==> config.mk <==
export PLATFORM = sky130hd
export DESIGN_NAME = ghst_cell
export DESIGN_NICKNAME = d
export VERILOG_FILES = /design/src/rtl/ghst_pkg.sv /design/src/rtl/ghst_cell.sv
export SDC_FILE = /design/constraint.sdc
export NUM_CORES = 1
export LEC_CHECK = 0
export BUFFER_PORTS_ARGS = -buffer_cell sky130_fd_sc_hd__buf_2
export CELL_PAD_IN_SITES_DETAIL_PLACEMENT = 2
export CELL_PAD_IN_SITES_GLOBAL_PLACEMENT = 2
export CORE_ASPECT_RATIO = 0.7
export CORE_MARGIN = 1
export CORE_UTILIZATION = 33
export CTS_BUF_LIST = sky130_fd_sc_hd__clkbuf_2
export DETAILED_ROUTE_END_ITERATION = 8
export HOLD_SLACK_MARGIN = 0.08
export PLACE_DENSITY = 0.95
export SLEW_MARGIN = 0
export SYNTH_ARGS = -nofsm -noshare
export SYNTH_HDL_FRONTEND = slang
export SYNTH_SLANG_ARGS = --single-unit
==> constraint.sdc <==
create_clock -name clock -period 6.9 [get_ports clock]
set_input_delay 0.69 -clock clock [delete_from_list [all_inputs] [get_ports clock]]
set_output_delay 0.69 -clock clock [all_outputs]
set_load 0.02 [all_outputs]
==> src/rtl/ghst_pkg.sv <==
// ----------------------------------------------------------------------------
// ghst_pkg
// shared constants, codes and types of the generational handle slot table
// ----------------------------------------------------------------------------
package ghst_pkg;

   localparam int SLOT_COUNT = 64;
   localparam int IDX_W      = $clog2(SLOT_COUNT);
   localparam int USED_W     = $clog2(SLOT_COUNT + 1);

   localparam int OBJ_W      = 32;
   localparam int VER_W      = 16;
   localparam int INDEX_W    = 16;
   localparam int SCENE_W    = 8;
   localparam int FREED_W    = 7;
   localparam int OP_W       = 2;
   localparam int STATUS_W   = 2;

   localparam int REQ_DATA_W = 72;
   localparam int RSP_DATA_W = 72;

   localparam logic [OP_W-1:0] OP_REGISTER   = 2'd0;
   localparam logic [OP_W-1:0] OP_UNREGISTER = 2'd1;
   localparam logic [OP_W-1:0] OP_LOOKUP     = 2'd2;

   localparam logic [STATUS_W-1:0] ST_OK      = 2'd0;
   localparam logic [STATUS_W-1:0] ST_FULL    = 2'd1;
   localparam logic [STATUS_W-1:0] ST_INVALID = 2'd2;
   localparam logic [STATUS_W-1:0] ST_MISS    = 2'd3;

   localparam logic [VER_W-1:0]   VER_ONE    = {{(VER_W-1){1'b0}}, 1'b1};
   localparam logic [FREED_W-1:0] FREED_ONE  = {{(FREED_W-1){1'b0}}, 1'b1};

   typedef enum logic [1:0] {
      S_IDLE,
      S_RUN,
      S_DRAIN
   } state_type;

   // request traveling down the row of slot cells
   typedef struct packed {
      logic                  valid;
      logic [OP_W-1:0]       op;
      logic                  act;
      logic [OBJ_W-1:0]      obj;
      logic [INDEX_W-1:0]    idx;
      logic [VER_W-1:0]      ver;
      logic [USED_W-1:0]     used;
      logic                  placed;
      logic                  appended;
      logic [INDEX_W-1:0]    o_index;
      logic [VER_W-1:0]      o_version;
      logic [OBJ_W-1:0]      o_object;
      logic [FREED_W-1:0]    freed;
   } token_type;

endpackage

==> src/rtl/ghst_cell.sv <==
// ----------------------------------------------------------------------------
// ghst_cell
// one slot of the table: holds object id and version, acts on a passing word
// ----------------------------------------------------------------------------
module ghst_cell (
   input  logic                        clock,
   input  logic                        reset,
   input  logic [ghst_pkg::IDX_W-1:0]  cell_id,
   input  ghst_pkg::token_type         tok_in,
   output ghst_pkg::token_type         tok_out
);

   logic [ghst_pkg::OBJ_W-1:0] obj_ff;
   logic [ghst_pkg::OBJ_W-1:0] obj_in;
   logic [ghst_pkg::VER_W-1:0] ver_ff;
   logic [ghst_pkg::VER_W-1:0] ver_in;
   ghst_pkg::token_type        pass_ff;
   ghst_pkg::token_type        pass_in;

   logic                         in_use;
   logic                         at_tail;
   logic                         hit_idx;
   logic [ghst_pkg::INDEX_W-1:0] id_wide;

   always_comb begin
      id_wide = {{(ghst_pkg::INDEX_W - ghst_pkg::IDX_W){1'b0}}, cell_id};
      in_use  = {1'b0, cell_id} < tok_in.used;
      at_tail = {1'b0, cell_id} == tok_in.used;
      hit_idx = tok_in.idx == id_wide;
      obj_in  = obj_ff;
      ver_in  = ver_ff;
      pass_in = tok_in;
      if (tok_in.valid && tok_in.act) begin
         case (tok_in.op)
            ghst_pkg::OP_REGISTER: begin
               if (!tok_in.placed) begin
                  if (in_use && obj_ff == '0) begin
                     obj_in            = tok_in.obj;
                     pass_in.placed    = 1'b1;
                     pass_in.o_index   = id_wide;
                     pass_in.o_version = ver_ff;
                  end else if (at_tail) begin
                     obj_in            = tok_in.obj;
                     ver_in            = ghst_pkg::VER_ONE;
                     pass_in.placed    = 1'b1;
                     pass_in.appended  = 1'b1;
                     pass_in.o_index   = id_wide;
                     pass_in.o_version = ghst_pkg::VER_ONE;
                  end
               end
            end
            ghst_pkg::OP_UNREGISTER: begin
               if (in_use && obj_ff == tok_in.obj) begin
                  obj_in        = '0;
                  ver_in        = ver_ff + ghst_pkg::VER_ONE;
                  pass_in.freed = tok_in.freed + ghst_pkg::FREED_ONE;
               end
            end
            ghst_pkg::OP_LOOKUP: begin
               if (in_use && hit_idx && ver_ff == tok_in.ver && obj_ff != '0) begin
                  pass_in.o_object = obj_ff;
               end
            end
            default: begin
            end
         endcase
      end
   end

   always_ff @(posedge clock) begin
      obj_ff <= obj_in;
      ver_ff <= ver_in;
      if (reset) begin
         pass_ff <= '0;
      end else begin
         pass_ff <= pass_in;
      end
   end

   assign tok_out = pass_ff;

endmodule

==> metrics.txt <==
CP Capture Type=flip-flop; PD cells=201 mW/mm²; Area growth syn-to-layout=44.2%; fillers=2,438; EDFF count, synth=48; GRT overflow=0; first-pass GRT wire length=53.1 mm; FFs w/ async S/R, synth=0%; Post-Syn Instances=735; worst-margin pin slew=893 ps; Clock Latency Late Sink=870 ps; Adder-Cell Fraction of Synth Area=1.26%; Synthesized Nets=899; Slew headroom=39.9%; combinational family with the most area after synthesis=simple AND/OR/NAND/NOR gates; Pleak=5.00 nW; Tcrit/Tclk final=54.5%; Clock Tree Root=clkbuf_2; Internal Pwr Total=1.64 mW; Reg clk slew, reported paths=290 ps; #FFs+latches synth=196; synth warn=0; top cell type's share of synthesized area=37.2%; Period minus WS final=3760 ps; Clock Power Share=29.5%; Final nets=1,331; die span in y=132 µm; startpoint types=flip-flop; commonest non-fill, non-tap cell in the layout=buf_2; vias in the first global route=8,525; Die W=188 µm; mux share of post-synthesis cell area=5.74%; Gate power share=16.5%; post-synthesis compound-gate area fraction=2.84%; layout cells sized above 1=29.7%; Post-DRT Antenna Nets=0; kind of critical path=flip-flop to flip-flop; worst min-delay path class=primary input to flip-flop; max-slew violations=0; synthesized cell area=0.00797 mm²; clk buf depth=2; Psw=0.671 mW; DR WL/cell=23.9 µm; Core Area=0.0237 mm²; Flop pwr share=54.0%; Port-buffer cells=303; Hold Vio Cnt, Final=0; final setup violation count=0; Iter 0 DRT Violations=287; vias=7,381; multi-input logic area=0.00331 mm²; status=completed; WL final=36.0 mm; largest net degree at the start of global routing=119; Yosys cell types=41; Synth area leader=dfxtp_1; CTS tree=done; First-pass DRT Iterations=4; clock sinks=196; Residual DRC=0; initial antenna violation count=6; most frequent cells in the layout=buf_2 (302), dfxtp_1 (148), dlygate4sd3_1 (143); placed wire-length estimate=22.4 mm; post-CTS setup buffer count=0; Seq/Total Area, Yosys=55.3%; syn_area_per_cell=10.8 µm²; Worst VDD drop=0.106 mV; # IOs=304; Simple-Gate Fraction of Synth Area=24.5%; top cells by area, synth=dfxtp_1 (37%), edfxtp_1 (18%), nand2b_1 (6.7%); cts bufs inserted=17; xor and xnor area share after synthesis=7.14%; switching share of power=29.0%; Critical Path AT=4210 ps; max-cap violations=0; number of vias per cell=4.91; Setup TNS=0 ps; post-route total power=2.31 mW; die area=0.0248 mm²; Placed Area=0.00977 mm²; Worst Skew=94.3 ps; unrepaired setup endpoints after global routing=no; GRT Total Usage=29.0%; CTS H-tree depth=4; worst-path fanout max=32; storage element area=0.00440 mm²; top_reg_cell synth=dfxtp_1; fin area=0.0115 mm²; row count=47; Max Clk Rate=0.266 GHz; WP data required=7350 ps; Initial Util=33.6%; GPL Wtd Cong=0.781
==> flip-flops by register name, indices dropped and copies added (netlist names) <==
signal,flops
obj_ff,32
tok_out,148
ver_ff,16
==> critical path: stages, from the launching register on <==
cell and delay [ps]:
edfxtp_1 550, xor2_1 240, nor4_1 700, nand4_1 470
nor4_2 620, o21a_2 790
==> worst paths after layout <==
kind | startpoint | endpoint | slack [ps] | cells past startpoint
worst min-delay path | tok_in[141] | tok_out[141] | 170 | 2
worst min register to register | obj_ff[16] | tok_out[23] | 620 | 2
worst max-delay path | obj_ff[9] | obj_ff[31] | 3140 | 5
worst max register to register | obj_ff[9] | obj_ff[31] | 3140 | 5
==> synth_stat cells (all sizes together) (15+ instances only) <==
master  instances
mux2i          39
nor2b          76
nand2b         85
nor2           27
inv            25
edfxtp         48
xor2           50
xnor2          15
nand3          23
clkbuf         32
nor4           32
and2           32
dfxtp         148
==> layout make-up <==
cell class              count  area share (%)
flip-flops and latches    196            38.3
multi-input cells         476            28.8
repair buffers            451            26.0
well taps                 318            3.46
clock inverters            13            1.58
clock buffers              19           0.827
inverters                  25           0.817
diodes                      6           0.131
==> power groups by stage <==
stage,Sequential (mW),Combinational (mW),Clock (mW)
finish,1.25,0.382,0.682
global route,1.25,0.406,0.740
CTS,1.24,0.365,0.684
detailed placement,1.26,0.301,0
global placement,1.26,0.286,0
floorplan,1.32,0.0953,0
==> metal layers <==
metal | global-route usage [%] | wire (µm)
met1 | 33.1 | 14500
met2 | 50.9 | 18400
met3 | 7.96 | 1970
met4 | 12.2 | 1120
met5 | 0 | 0
==> stage by stage <==
stage | cells | util [%] | setup WS, ps | hold slack (ps)
floorplan | 735 | - | 3550 | 529
global placement | 1323 | 41.2 | 3250 | 577
detailed placement | 1323 | 41.2 | 3100 | 599
CTS | 1493 | 48.2 | 3400 | 88.0
global route | 1503 | 48.5 | 3100 | 60.0
finish | 1504 | 48.5 | 3140 | 174
==> logic make-up after synthesis <==
kind of cell	count (synthesis)
and+or+nand+nor	324
DFF	196
xor gates and xnor gates	65
buffers and inverters	63
muxes	45
AOI/OAI and AO/OA	34
adders and majority gates	8
==> what timing repair did <==
action / CTS / global route
hold endpoints to repair: 140 / 5
hold buffers: 138 / 5
gates resized for setup: 0 / 0
Power figures use the tool's default switching activity.
